File: config.mk
export PLATFORM = sky130hd
export DESIGN_NAME = vtpd_queue
export DESIGN_NICKNAME = d
export VERILOG_FILES = /design/src/hdl/vtpd_pkg.sv /design/src/hdl/vtpd_queue.sv
export SDC_FILE = /design/constraint.sdc
export NUM_CORES = 1
export LEC_CHECK = 0
export BUFFER_PORTS_ARGS = -buffer_cell sky130_fd_sc_hd__buf_2
export CORE_MARGIN = 4
export CORE_UTILIZATION = 55
export CTS_CLUSTER_SIZE = 16
export DETAILED_ROUTE_END_ITERATION = 7
export PLACE_DENSITY = 0.74
export RECOVER_POWER = 25
export SYNTH_ARGS = -nofsm -noshare
export SYNTH_HDL_FRONTEND = slang
export SYNTH_SLANG_ARGS = --single-unit
export TNS_END_PERCENT = 30
File: constraint.sdc
create_clock -name aclk -period 2.3 [get_ports aclk]
set_input_delay 0.345 -clock aclk [delete_from_list [all_inputs] [get_ports aclk]]
set_output_delay 0.345 -clock aclk [all_outputs]
set_load 0.02 [all_outputs]
File: src/hdl/vtpd_pkg.sv
`default_nettype none
package vtpd_pkg;

    // default widths of matrix entries and point components
    localparam int COEF_WIDTH_DEF  = 16;
    localparam int COORD_WIDTH_DEF = 32;

    // fixed-point formats
    localparam int FRAC_COEF  = 12;
    localparam int FRAC_COORD = 16;

    // register and lane layout
    localparam int ROW_W    = 64;
    localparam int LANE_W   = 16;
    localparam int NUM_ROWS = 4;
    localparam int ADDR_W   = 5;

    // depth of the queue between front and back
    localparam int QDEPTH = 4;

    // register indexes
    typedef enum logic [1:0] {
        REG_ROW0 = 2'd0,
        REG_ROW1 = 2'd1,
        REG_ROW2 = 2'd2,
        REG_ROW3 = 2'd3
    } reg_idx_t;

    // identity matrix after reset
    localparam logic [ROW_W-1:0] ROW0_RST = 64'h0000_0000_0000_1000;
    localparam logic [ROW_W-1:0] ROW1_RST = 64'h0000_0000_1000_0000;
    localparam logic [ROW_W-1:0] ROW2_RST = 64'h0000_1000_0000_0000;
    localparam logic [ROW_W-1:0] ROW3_RST = 64'h1000_0000_0000_0000;

    typedef logic [ROW_W-1:0] row_t;

endpackage
`default_nettype wire

File: src/hdl/vtpd_queue.sv
`default_nettype none
module vtpd_queue #(
    parameter int DATA_W = 8
) (
    input  wire               aclk,
    input  wire               aresetn,
    input  wire               push,
    input  wire [DATA_W-1:0]  wdata,
    output logic              full,
    input  wire               pop,
    output logic [DATA_W-1:0] rdata,
    output logic              empty
);
    import vtpd_pkg::*;

    localparam int PTR_W = $clog2(QDEPTH);

    logic [DATA_W-1:0] mem [0:QDEPTH-1];
    logic [PTR_W-1:0]  wr_ptr_reg, wr_ptr_next;
    logic [PTR_W-1:0]  rd_ptr_reg, rd_ptr_next;
    logic [PTR_W:0]    cnt_reg, cnt_next;
    logic              do_push, do_pop;

    assign full    = (cnt_reg == (PTR_W+1)'(QDEPTH));
    assign empty   = (cnt_reg == '0);
    assign do_push = push && !full;
    assign do_pop  = pop && !empty;
    assign rdata   = mem[rd_ptr_reg];

    // pointer and count update
    always_comb begin
        wr_ptr_next = do_push ? wr_ptr_reg + 1'b1 : wr_ptr_reg;
        rd_ptr_next = do_pop ? rd_ptr_reg + 1'b1 : rd_ptr_reg;
        cnt_next    = cnt_reg + (PTR_W+1)'(do_push) - (PTR_W+1)'(do_pop);
    end

    always_ff @(posedge aclk) begin
        if (!aresetn) begin
            wr_ptr_reg <= '0;
            rd_ptr_reg <= '0;
            cnt_reg    <= '0;
        end else begin
            wr_ptr_reg <= wr_ptr_next;
            rd_ptr_reg <= rd_ptr_next;
            cnt_reg    <= cnt_next;
        end
    end

    always_ff @(posedge aclk) begin
        if (do_push) begin
            mem[wr_ptr_reg] <= wdata;
        end
    end

endmodule
`default_nettype wire

Word-level counts from Yosys, hierarchy flattened
Memory sizes are Yosys's and may differ from the RTL's. A register that Yosys moved wholly into a read port is not among the register bits.
Index checks and enable logic that the tools add are counted.

cells by class
  add/subtract/negate cells = 4
  reduce and logical (&&, ||, !) cells = 5
  equality and inequality tests = 1
  mux-type cells = 4

operators with widths
  operator               count
  $add A2 B1 Y2 const B  2
  $mux W2                2
  $add A3 B1 Y3          1
  $eq A3 B3 Y1 const B   1
  $logic_not A3 Y1       1
  $sub A3 B1 Y3          1
  $logic_and A1 B1 Y1    2
  $logic_not A1 Y1       2
  $mux W1                2

storage, ports and cells
  output and inout bits = 10
  bits of input ports = 12
  memories kept = 1
  bits in writable memories = 32
  logic and storage cells = 18
  flip-flop bits (word level) = 7

memories
  memory  depth  bits a word  read ports  clocked after Yosys merged registers in  wr ports  RTL line          RTL
  mem     4      8            1           1                                        1         vtpd_queue.sv:18  logic [DATA_W-1:0] mem [0:QDEPTH-1];

Depth between registers and ports, before layout
Gate-level depths: netlist (run 1).

  depth in word-level cells = 5
  gate-level depth with buffers = 11
  mapped depth without buffers = 10

Worst setup path before layout (run 1)
Ideal clock, no wire load.

  path kind = register -> register
  start point = reg cnt_reg[1]
  end point = reg cnt_reg[2]
  path buffers = 0
  setup slack = 0.048 ns
  period minus slack after synthesis = 2.252 ns
  setup time = 0.115 ns
  arrival = 2.137 ns
  data required time = 2.185 ns
  stages on the path, launching flop included = 10
  path through = dfxtp_1 -> nor3_2 -> nor2b_1 -> ha_1 -> inv_1 -> ha_1 -> fa_1 -> xnor2_1 -> xnor2_1 -> and2_1

between the ends
  elaborated cells between the ends (all ways) = 8
  classes of those cells = 2 x add/sub; 1 x eq/ne; 5 x reduce/logical

RTL lines
  item                      RTL line          RTL
  start: declaration        vtpd_queue.sv:21  logic [PTR_W:0] cnt_reg, cnt_next;
  start signal: assignment  vtpd_queue.sv:45  cnt_reg <= cnt_next;
  $logic_not A3 Y1          vtpd_queue.sv:25  assign empty = (cnt_reg == '0);
  via empty                 vtpd_queue.sv:12  output logic empty
  $logic_not A1 Y1          vtpd_queue.sv:27  assign do_pop = pop && !empty;
  $logic_and A1 B1 Y1       vtpd_queue.sv:27
  via do_pop                vtpd_queue.sv:22  logic do_push, do_pop;
  $sub A3 B1 Y3             vtpd_queue.sv:34  cnt_next = cnt_reg + (PTR_W+1)'(do_push) - (PTR_W+1)'(do_pop);

The timed path passes the listed nets, and every way through them passes these cells.
A chain may end at the register's enable or synchronous reset.

Worst setup path after layout (run 1)
  start point = reg cnt_reg[1]
  end point = reg cnt_reg[2]

between the ends
  elaborated cells between the ends (all ways) = 8
  classes of those cells = 2 x add/sub; 1 x eq/ne; 5 x reduce/logical

RTL lines
  item                 RTL line
  $logic_not A3 Y1     vtpd_queue.sv:25
  $logic_not A1 Y1     vtpd_queue.sv:27
  $logic_and A1 B1 Y1  vtpd_queue.sv:27
  via do_pop           vtpd_queue.sv:22
  $sub A3 B1 Y3        vtpd_queue.sv:34

The timed path passes the listed nets, and every way through them passes these cells.

==> results of run 1 <==
-- placed cells by master, fill, tap and decap left out, drive strengths merged --
master   count
dfxtp        9
nand4bb      1
nor3         1
nand2        6
mux4         8
edfxtp      32
clkinv       1
nor3b        1
clkbuf      12
mux2i        2
bufinv       2
xnor2        2
a21boi       1
buf         16
or3          1
inv          6
fa           1
and2         7
nor2b        2
o21ai        3
ha           6
-- routing by layer --
metal / vias to the layer above / GRT usage, % / wire (um)
met5: - / 0 / 0
met4: 0 / 5.785 / 47
met3: 6 / 5.396 / 116
met2: 19 / 23.57 / 1198
met1: 395 / 15.63 / 1018
li1: 399 / - / -
-- layout make-up --
| class | instances | area (um^2) | share of cell area, % |
|---|---|---|---|
| clock buffer | 5 | 37.54 | 2.007 |
| multi-input combinational | 42 | 454.2 | 24.28 |
| tap | 31 | 38.79 | 2.074 |
| sequential | 41 | 1141 | 61.00 |
| inverter | 6 | 22.52 | 1.204 |
| clock inverter | 3 | 65.06 | 3.478 |
| timing repair buffer | 23 | 111.4 | 5.953 |
-- worst paths after layout --
| check | start | cells past startpoint | end |
|---|---|---|---|
| setup reg to reg | cnt_reg[1] | 9 | cnt_reg[2] |
| setup / recovery | cnt_reg[1] | 9 | cnt_reg[2] |
| hold reg to reg | rd_ptr_reg[0] | 2 | rd_ptr_reg[0] |
| hold / removal | wdata[6] | 1 | mem[1][6] |
-- logic make-up (layout without fill, tap and decap cells) --
logic type | Yosys count | count (layout)
xor gates and xnor gates | 2 | 2
DFF | 41 | 41
and+or+nand+nor | 19 | 19
AOI/OAI and AO/OA | 4 | 4
adders and majority gates | 7 | 7
muxes | 10 | 10
buffers and inverters | 10 | 37
-- stage by stage --
stage	worst slack [ns]	hold WS (ns)
2_1_floorplan	0.04814	0.4439
3_3_place_gp	0.1840	0.4692
3_5_place_dp	0.1570	0.4864
4_1_cts	0.1276	0.1973
5_1_grt	0.01949	0.2007
6_report	0.1227	0.2259
-- power groups by stage --
stage | registers (uW) | logic (uW) | clock network [uW]
floorplan | 956 | 423 | 0
global placement | 972 | 546 | 0
detailed placement | 977 | 554 | 0
CTS | 960 | 558 | 574
global route | 971 | 607 | 619
finish | 958 | 545 | 560
==> impl_metrics.py, run 1 <==
metrics = {
    "clocking": {
        "cts_tree": "done",
        "clk_transition_reported_paths_ns": 0.12,
        "cts-buffers-inserted": 5,
        "insertion_delay_ns": 0.34,
        "root_buffer": "clkbuf_4",
        "cts_resized": 0,
        "ctsHtreeMaxLevel": 2,
        "clock-sinks": 41,
        "cts_setup_buffers": 0,
        "ctsHoldBuffers": 0,
        "clockBufferDepth": 2,
    },
    "setup_path": {
        "critPathKind": "register to register",
        "slowest_delay_ns": 0.38,
        "slowest_stage": "fa_1",
        "worstPathRequired_ns": 2.55,
        "crit_chain": "nor3_2 -> nor2b_1 -> ha_1 -> inv_1 -> ha_1 -> fa_1 -> xnor2_1 -> xnor2_1 -> and2_1",
        "critPathMaxFanout": 5,
        "regToRegSetupSlack_ns": 0.12,
        "arrival_ns": 2.43,
        "startpoint_type": "register",
        "end_kind": "register",
        "path_delay_family": "adder cells",
        "critPathBufInv": 1,
    },
    "sta": {
        "max_freq_ghz": 0.4593,
        "tns_ns": 0,
        "tightest_slew_ns": 0.4247,
        "grt_setup_unrepaired": "false",
        "setup_viol": 0,
        "finalCritPeriodShare_pct": 94.66,
        "drv_slew": 0,
        "max_slew_margin_pct": 71.69,
        "min_period_ns": 2.177,
        "finalClockSkew_ns": 0.01337,
        "hold_viol_final": 0,
    },
    "yosys": {
        "syn_avg_cell_area_um2": 17.65,
        "synth_common_cells": "edfxtp_1 (32), dfxtp_1 (9), mux4_2 (8)",
        "synth_warnings": 0,
        "syn_nets": 112,
        "synth.most_common_cell": "edfxtp_1",
        "async_flop_share_pct": 0,
        "synth_cell_types": 20,
        "ys.flop_type": "edfxtp_1",
        "ys_ff_latch": 41,
        "syn_area_um2": 1642,
        "synth_mux_area_share_pct": 12.20,
        "synth_edf_count": 32,
        "netlist_top_cells_area": "edfxtp_1 (59%), dfxtp_1 (11%), mux4_2 (11%)",
        "synthAdderAreaFrac_pct": 5.793,
        "synth_top_family_by_area": "multiplexers",
        "yosysTopAreaCell": "edfxtp_1",
        "seq_area_frac_synth_pct": 69.51,
        "synth-simple-area-share_pct": 7.241,
        "synth_top_area_share_pct": 58.54,
        "synth-compound-area-share_pct": 1.372,
        "netlist_instances": 93,
        "synthXorXnorAreaFrac_pct": 1.067,
    },
    "placed_design": {
        "routabilityCongestion": 0.7256,
        "dpl.cell_count": 143,
        "io_buffers": 21,
        "dpl_cell_area_um2": 1777,
        "hpwl_um": 1674,
    },
    "power": {
        "intPower_uw": 1491,
        "p_comb_share_pct": 26.4,
        "ir_worst_vdd_mv": 0.7373,
        "power_uw": 2064,
        "seq_power_share_pct": 46.4,
        "clkPwrFrac_pct": 27.1,
        "power_density_nw_per_um2": 1103,
        "p_leak_uw": 0.0006766,
        "power.switching_uw": 572.2,
        "switching_share_pct": 27.73,
    },
    "routing": {
        "wl_per_cell_um": 15.76,
        "dr.pass1.iters": 4,
        "drc": 0,
        "drtIter0Drc": 22,
        "vias": 819,
        "totalWireLength_um": 2380,
        "ant_nets": 0,
        "routed_via_density": 5.424,
    },
    "final_layout": {
        "largest_reg_flops": 32,
        "final_cells": 151,
        "final_util_pct": 66.68,
        "stdcell_area_um2": 1871,
        "syn_to_final_growth_pct": 13.95,
        "antenna_cells_inserted": 0,
        "fin_nets": 138,
        "n_fill_cell": 206,
        "drive_gt1_share_pct": 28.33,
    },
    "floorplan": {
        "io_pins": 22,
        "die_area_um2": 3923,
        "rows": 19,
        "die_x_um": 62.63,
        "die_h_um": 62.63,
        "start_util_pct": 58.52,
        "coreArea_um2": 2805,
    },
    "global_routing": {
        "track_usage_pct": 13.90,
        "grt_max_degree": 14,
        "grt_pass1_vias": 868,
        "grt_overflow": 0,
        "grt_pass1_wl_um": 4043,
        "antenna_found_initial": 0,
    },
    "min_path": {
        "hold_path.class": "input pin to register",
    },
    "outcome": {
        "status": "completed",
    },
    "flow_run": {
        "max-cap-violations": 0,
    },
}
(Power assumes the default switching activity.)
==> inputs of run 2 (changes only) <==
CORE_UTILIZATION = 35   (was 55)
PLACE_DENSITY = 0.5   (was 0.74)
RECOVER_POWER = 100   (was 25)
==> run 2 against run 1 <==
Net effect: final cell count rose by 15%; combinational power rose by 3%; hold slack improved by 0.092 ns; cell area rose by 1.8%; maximum frequency rose by 0.19%; power rose by 1.3%; clock power fell by 1%; die area rose by 49%; count of clock-buffer cells in the layout rose by 1; critical path depth did not move; critical path type unchanged; critical endpoint unchanged.
==> impl_metrics.py, run 2 (synthesis gave the netlist of run 1 again) <==
metrics = {
    "outcome": {
        "status": "completed",
    },
    "floorplan": {
        "coreArea_um2": 4444,
        "die_x_um": 76.49,
        "die_h_um": 76.49,
        "io_pins": 22,
        "rows": 24,
        "start_util_pct": 36.94,
        "die_area_um2": 5850,
    },
    "setup_path": {
        "critPathMaxFanout": 4,
        "r2r-start": "cnt_reg[2]",
        "worstPathRequired_ns": 2.48,
        "arrival_ns": 2.35,
        "slowest_stage": "dfxtp_1",
        "startpoint_type": "register",
        "regToRegSetupSlack_ns": 0.13,
        "slowest_delay_ns": 0.37,
        "crit_chain": "nor3_4 -> nor2b_1 -> ha_1 -> inv_1 -> ha_1 -> fa_2 -> xnor2_2 -> xnor2_1 -> and2_0",
        "cpMostUsedCell": "ha_1",
        "rr_worst_depth": 9,
        "r2r-end": "cnt_reg[2]",
        "critPathKind": "register to register",
        "end_kind": "register",
    },
    "sta": {
        "hold_viol_final": 0,
        "setup_viol": 0,
        "grt_setup_unrepaired": "false",
        "min_period_ns": 2.173,
        "worst_slack_ns": 0.1269,
        "drv_slew": 0,
        "hold_ws_ns": 0.3176,
        "tns_ns": 0,
        "finalClockSkew_ns": 0.007092,
        "finalCritPeriodShare_pct": 94.48,
        "tightest_slew_ns": 0.6582,
        "max_freq_ghz": 0.4602,
        "max_slew_margin_pct": 56.09,
    },
    "clocking": {
        "insertion_delay_ns": 0.29,
        "clockBufferDepth": 2,
        "cts_tree": "done",
        "cts-buffers-inserted": 5,
        "ctsHtreeMaxLevel": 2,
        "clock-sinks": 41,
        "clk_transition_reported_paths_ns": 0.07,
        "root_buffer": "clkbuf_8",
        "ctsHoldBuffers": 0,
    },
    "global_routing": {
        "grt_max_degree": 14,
        "grt_pass1_wl_um": 4602,
        "grt_overflow": 0,
        "antenna_found_initial": 0,
        "grt_pass1_vias": 909,
        "track_usage_pct": 10.55,
    },
    "flow_run": {
        "max-cap-violations": 0,
    },
    "routing": {
        "ant_nets": 0,
        "routed_via_density": 4.803,
        "wl_met2_um": 1425,
        "drtIter0Drc": 28,
        "dr_wl_met3_um": 174,
        "totalWireLength_um": 2772,
        "vias": 831,
        "drt-met1-wl_um": 1125,
        "drc": 0,
        "dr.pass1.iters": 4,
        "wl_per_cell_um": 16.02,
        "top_layer": "met4",
    },
    "power": {
        "seq_power_share_pct": 46.7,
        "switching_share_pct": 29.20,
        "p_leak_uw": 0.0006480,
        "power_uw": 2090,
        "ir_worst_vdd_mv": 0.5175,
        "power_density_nw_per_um2": 1097,
        "clkPwrFrac_pct": 26.4,
        "power.switching_uw": 610.1,
        "p_comb_share_pct": 26.9,
        "intPower_uw": 1480,
    },
    "final_layout": {
        "antenna_cells_inserted": 0,
        "final_common_cell": "edfxtp_1",
        "seq_area_um2": 1141,
        "n_fill_cell": 434,
        "drive_gt1_share_pct": 20.66,
        "syn_to_final_growth_pct": 16.01,
        "mostFrequentLayoutCells": "edfxtp_1 (32), clkbuf_1 (19), dfxtp_1 (9)",
        "largest_reg_flops": 32,
        "fin_nets": 139,
        "multi_input_area_um2": 467.9,
    },
    "placed_design": {
        "io_buffers": 21,
        "routabilityCongestion": 0.6466,
        "hpwl_um": 1937,
        "dp_slack_ns": 0.003658,
    },
    "min_path": {
        "hold_path.class": "input pin to register",
        "worst_hold_path.endpoint": "mem[0][7]",
        "min_from": "wdata[7]",
        "whs_path_depth": 1,
    },
}
==> run 2: area by class of cell <==
type	instances	area share, %
clock buffers	6	3.811
clock inverters	2	1.840
inverters	6	1.183
multi-input cells	42	24.57
flip-flops and latches	41	59.92
well taps	52	3.417
repair buffers	24	5.256
==> run 2: what timing repair did <==
item | in CTS | in global routing
cloned | 0 | 0
gates resized for setup | 1 | 3
pin swaps | 0 | 1
endpoints found under the setup margin | 1 | 1
setup buffers | 0 | 1
==> run 2: metal layers <==
metal  track usage, %  vias up
met4            3.804        0
met1            11.93      410
met3            4.965        7
met5                0        -
li1                 -      395
met2            17.40       19
==> run 2: worst max-delay path, delay by kind of cell, from the launching register on <==
kind / cells / cell delay [ns]
adders and majority gates: 3 / 0.83
DFF: 1 / 0.37
xor gates and xnor gates: 2 / 0.28
buffers and inverters: 1 / 0.04
and+or+nand+nor: 3 / 0.53
==> run 2: worst max path at each step <==
stage | from | to | depth (start not counted)
after floorplan | cnt_reg[1] | cnt_reg[2] | 9
after global routing | cnt_reg[2] | cnt_reg[2] | 9
after CTS | cnt_reg[1] | cnt_reg[2] | 9
after global placement | cnt_reg[1] | cnt_reg[2] | 9
after detailed placement | cnt_reg[1] | cnt_reg[2] | 9
final | cnt_reg[2] | cnt_reg[2] | 9
==> run 2: power groups by stage <==
stage | clock network (uW) | registers (uW) | logic (uW)
finish | 552 | 975 | 562
global route | 610 | 989 | 625
floorplan | 0 | 956 | 423
CTS | 576 | 977 | 577
global placement | 0 | 981 | 555
detailed placement | 0 | 988 | 568
==> run 2: metrics by stage <==
stage / std cells / cell area (um^2) / utilization, %
after CTS: 172 / 1917 / 43.13
after floorplan: 93 / 1642 / -
after detailed placement: 164 / 1803 / 40.57
after global placement: 164 / 1803 / 40.57
after global routing: 173 / 1904 / 42.85
final: 173 / 1904 / 42.85
==> inputs of run 3 (changes only) <==
CORE_ASPECT_RATIO = 2   (was unset)
PLACE_DENSITY = unset   (was 0.5)
==> run 3 against run 2 <==
Net effect: clock skew shrank 0.0028 ns; final cell count grew 1.7%; count of clock-buffer cells in the layout shrank 1; critical path depth grew 1; clock power shrank 20%; sequential share of layout area grew 0.66 points; die area grew 1.1%; register-to-register slack gained 0.03 ns; critical path type unchanged; largest cell class unchanged; largest power group unchanged.
==> impl_metrics.py, run 3 (synthesis gave the netlist of run 1 again) <==
metrics = {
    "sta": {
        "setup_viol": 0,
        "finalClockSkew_ns": 0.004329,
        "tightest_slew_ns": 0.6520,
        "max_slew_margin_pct": 56.51,
        "max_freq_ghz": 0.4671,
        "finalCritPeriodShare_pct": 93.08,
        "drv_slew": 0,
        "grt_setup_unrepaired": "false",
        "min_period_ns": 2.141,
        "hold_viol_final": 0,
        "tns_ns": 0,
        "worst_slack_ns": 0.1592,
    },
    "routing": {
        "totalWireLength_um": 2802,
        "dr.pass1.iters": 2,
        "vias": 859,
        "ant_nets": 0,
        "routed_via_density": 4.881,
        "wl_per_cell_um": 15.92,
        "drtIter0Drc": 8,
        "drc": 0,
    },
    "global_routing": {
        "grt_overflow": 0,
        "grt_pass1_vias": 991,
        "grt_max_degree": 14,
        "grt_pass1_wl_um": 4761,
        "track_usage_pct": 11.00,
        "antenna_found_initial": 0,
    },
    "flow_run": {
        "max-cap-violations": 0,
    },
    "power": {
        "p_leak_uw": 0.0006370,
        "power_density_nw_per_um2": 1045,
        "ir_worst_vdd_mv": 0.5556,
    },
    "setup_path": {
        "startpoint_type": "register",
        "regToRegSetupSlack_ns": 0.16,
        "r2r-end": "cnt_reg[2]",
        "r2r-start": "cnt_reg[2]",
        "critPathKind": "register to register",
        "critPathMaxFanout": 3,
        "arrival_ns": 2.32,
        "worstPathRequired_ns": 2.48,
        "rr_worst_depth": 10,
        "end_kind": "register",
    },
    "clocking": {
        "ctsHtreeMaxLevel": 2,
        "clock-sinks": 41,
        "cts-buffers-inserted": 5,
        "clk_transition_reported_paths_ns": 0.08,
        "cts_tree": "done",
        "clockBufferDepth": 2,
        "root_buffer": "clkbuf_8",
        "ctsHoldBuffers": 0,
        "insertion_delay_ns": 0.28,
    },
    "outcome": {
        "status": "completed",
    },
    "final_layout": {
        "drive_gt1_share_pct": 21.49,
        "multi_input_area_um2": 465.4,
        "largest_reg_flops": 32,
        "seq_area_um2": 1142,
        "antenna_cells_inserted": 0,
        "mostFrequentLayoutCells": "edfxtp_1 (32), clkbuf_1 (18), mux4_2 (8), dfxtp_1 (8)",
        "fin_nets": 139,
        "final_common_cell": "edfxtp_1",
        "syn_to_final_growth_pct": 14.86,
        "n_fill_cell": 442,
    },
    "floorplan": {
        "coreArea_um2": 4554,
        "io_pins": 22,
        "die_h_um": 104.9,
        "die_x_um": 56.43,
        "start_util_pct": 36.04,
        "die_area_um2": 5916,
        "rows": 35,
    },
    "placed_design": {
        "dp_slack_ns": 0.02123,
        "io_buffers": 21,
        "routabilityCongestion": 0.6940,
        "hpwl_um": 2173,
    },
    "min_path": {
        "hold_path.class": "input pin to register",
        "worst_hold_path.endpoint": "mem[1][0]",
        "whs_path_depth": 1,
        "min_from": "wdata[0]",
    },
}
[run 3: final cells by class]
type / instances / area share, %
Sequential cell: 41 / 60.58
Clock inverter: 3 / 0.9290
Clock buffer: 5 / 3.650
Timing Repair Buffer: 24 / 5.309
Multi-Input combinational cell: 42 / 24.68
Inverter: 6 / 1.194
Tap cell: 55 / 3.650
[run 3: worst max-delay path by stage]
stage / cells after the start / endpoint / from
global route: 9 / cnt_reg[2] / cnt_reg[2]
global placement: 9 / cnt_reg[2] / cnt_reg[1]
CTS: 9 / cnt_reg[2] / cnt_reg[1]
finish: 10 / cnt_reg[2] / cnt_reg[2]
detailed placement: 9 / cnt_reg[2] / cnt_reg[1]
floorplan: 9 / cnt_reg[2] / cnt_reg[1]
[run 3: power breakdown]
group / internal, uW / leakage, uW / switching, uW
sequential: 909 / 0.000367 / 63.5
clock: 209 / 0.0000439 / 233
combinational: 242 / 0.000226 / 314
total: 1360 / 0.000637 / 611
[run 3: worst max-delay path: stages (launching register included)]
cell and delay (ns):
dfxtp_2 0.36, nor3b_1 0.15, nor2b_1 0.17, inv_1 0.07, ha_1 0.27, inv_1 0.04
ha_1 0.19, fa_2 0.36, xnor2_2 0.15, xnor2_1 0.13, and2_1 0.15
[run 3: routing by layer]
| layer | vias up | wire length [um] | GRT usage, % | part of all wire (%) |
|---|---|---|---|---|
| li1 | 403 | - | - | - |
| met1 | 430 | 885 | 9.238 | 32 |
| met5 | - | 0 | 0 | 0 |
| met4 | 0 | 74 | 6.112 | 2.6 |
| met2 | 20 | 1728 | 21.44 | 62 |
| met3 | 6 | 114 | 3.090 | 4.1 |
[run 3: what timing repair did]
action | 4_1_cts | 5_1_grt
resized for setup | 0 | 4
endpoints found under the setup margin | 0 | 1
buffers inserted | 0 | 1
[run 3: per-stage QoR]
stage	util, %	total power [uW]	area [um^2]	hold slack, ns	cells
detailed placement	39.67	1561	1807	0.4985	167
CTS	41.57	2006	1893	0.2627	175
global route	41.40	2116	1886	0.3141	176
global placement	39.67	1508	1807	0.4685	167
floorplan	-	1379	1642	0.4439	93
finish	41.40	1970	1886	0.3186	176
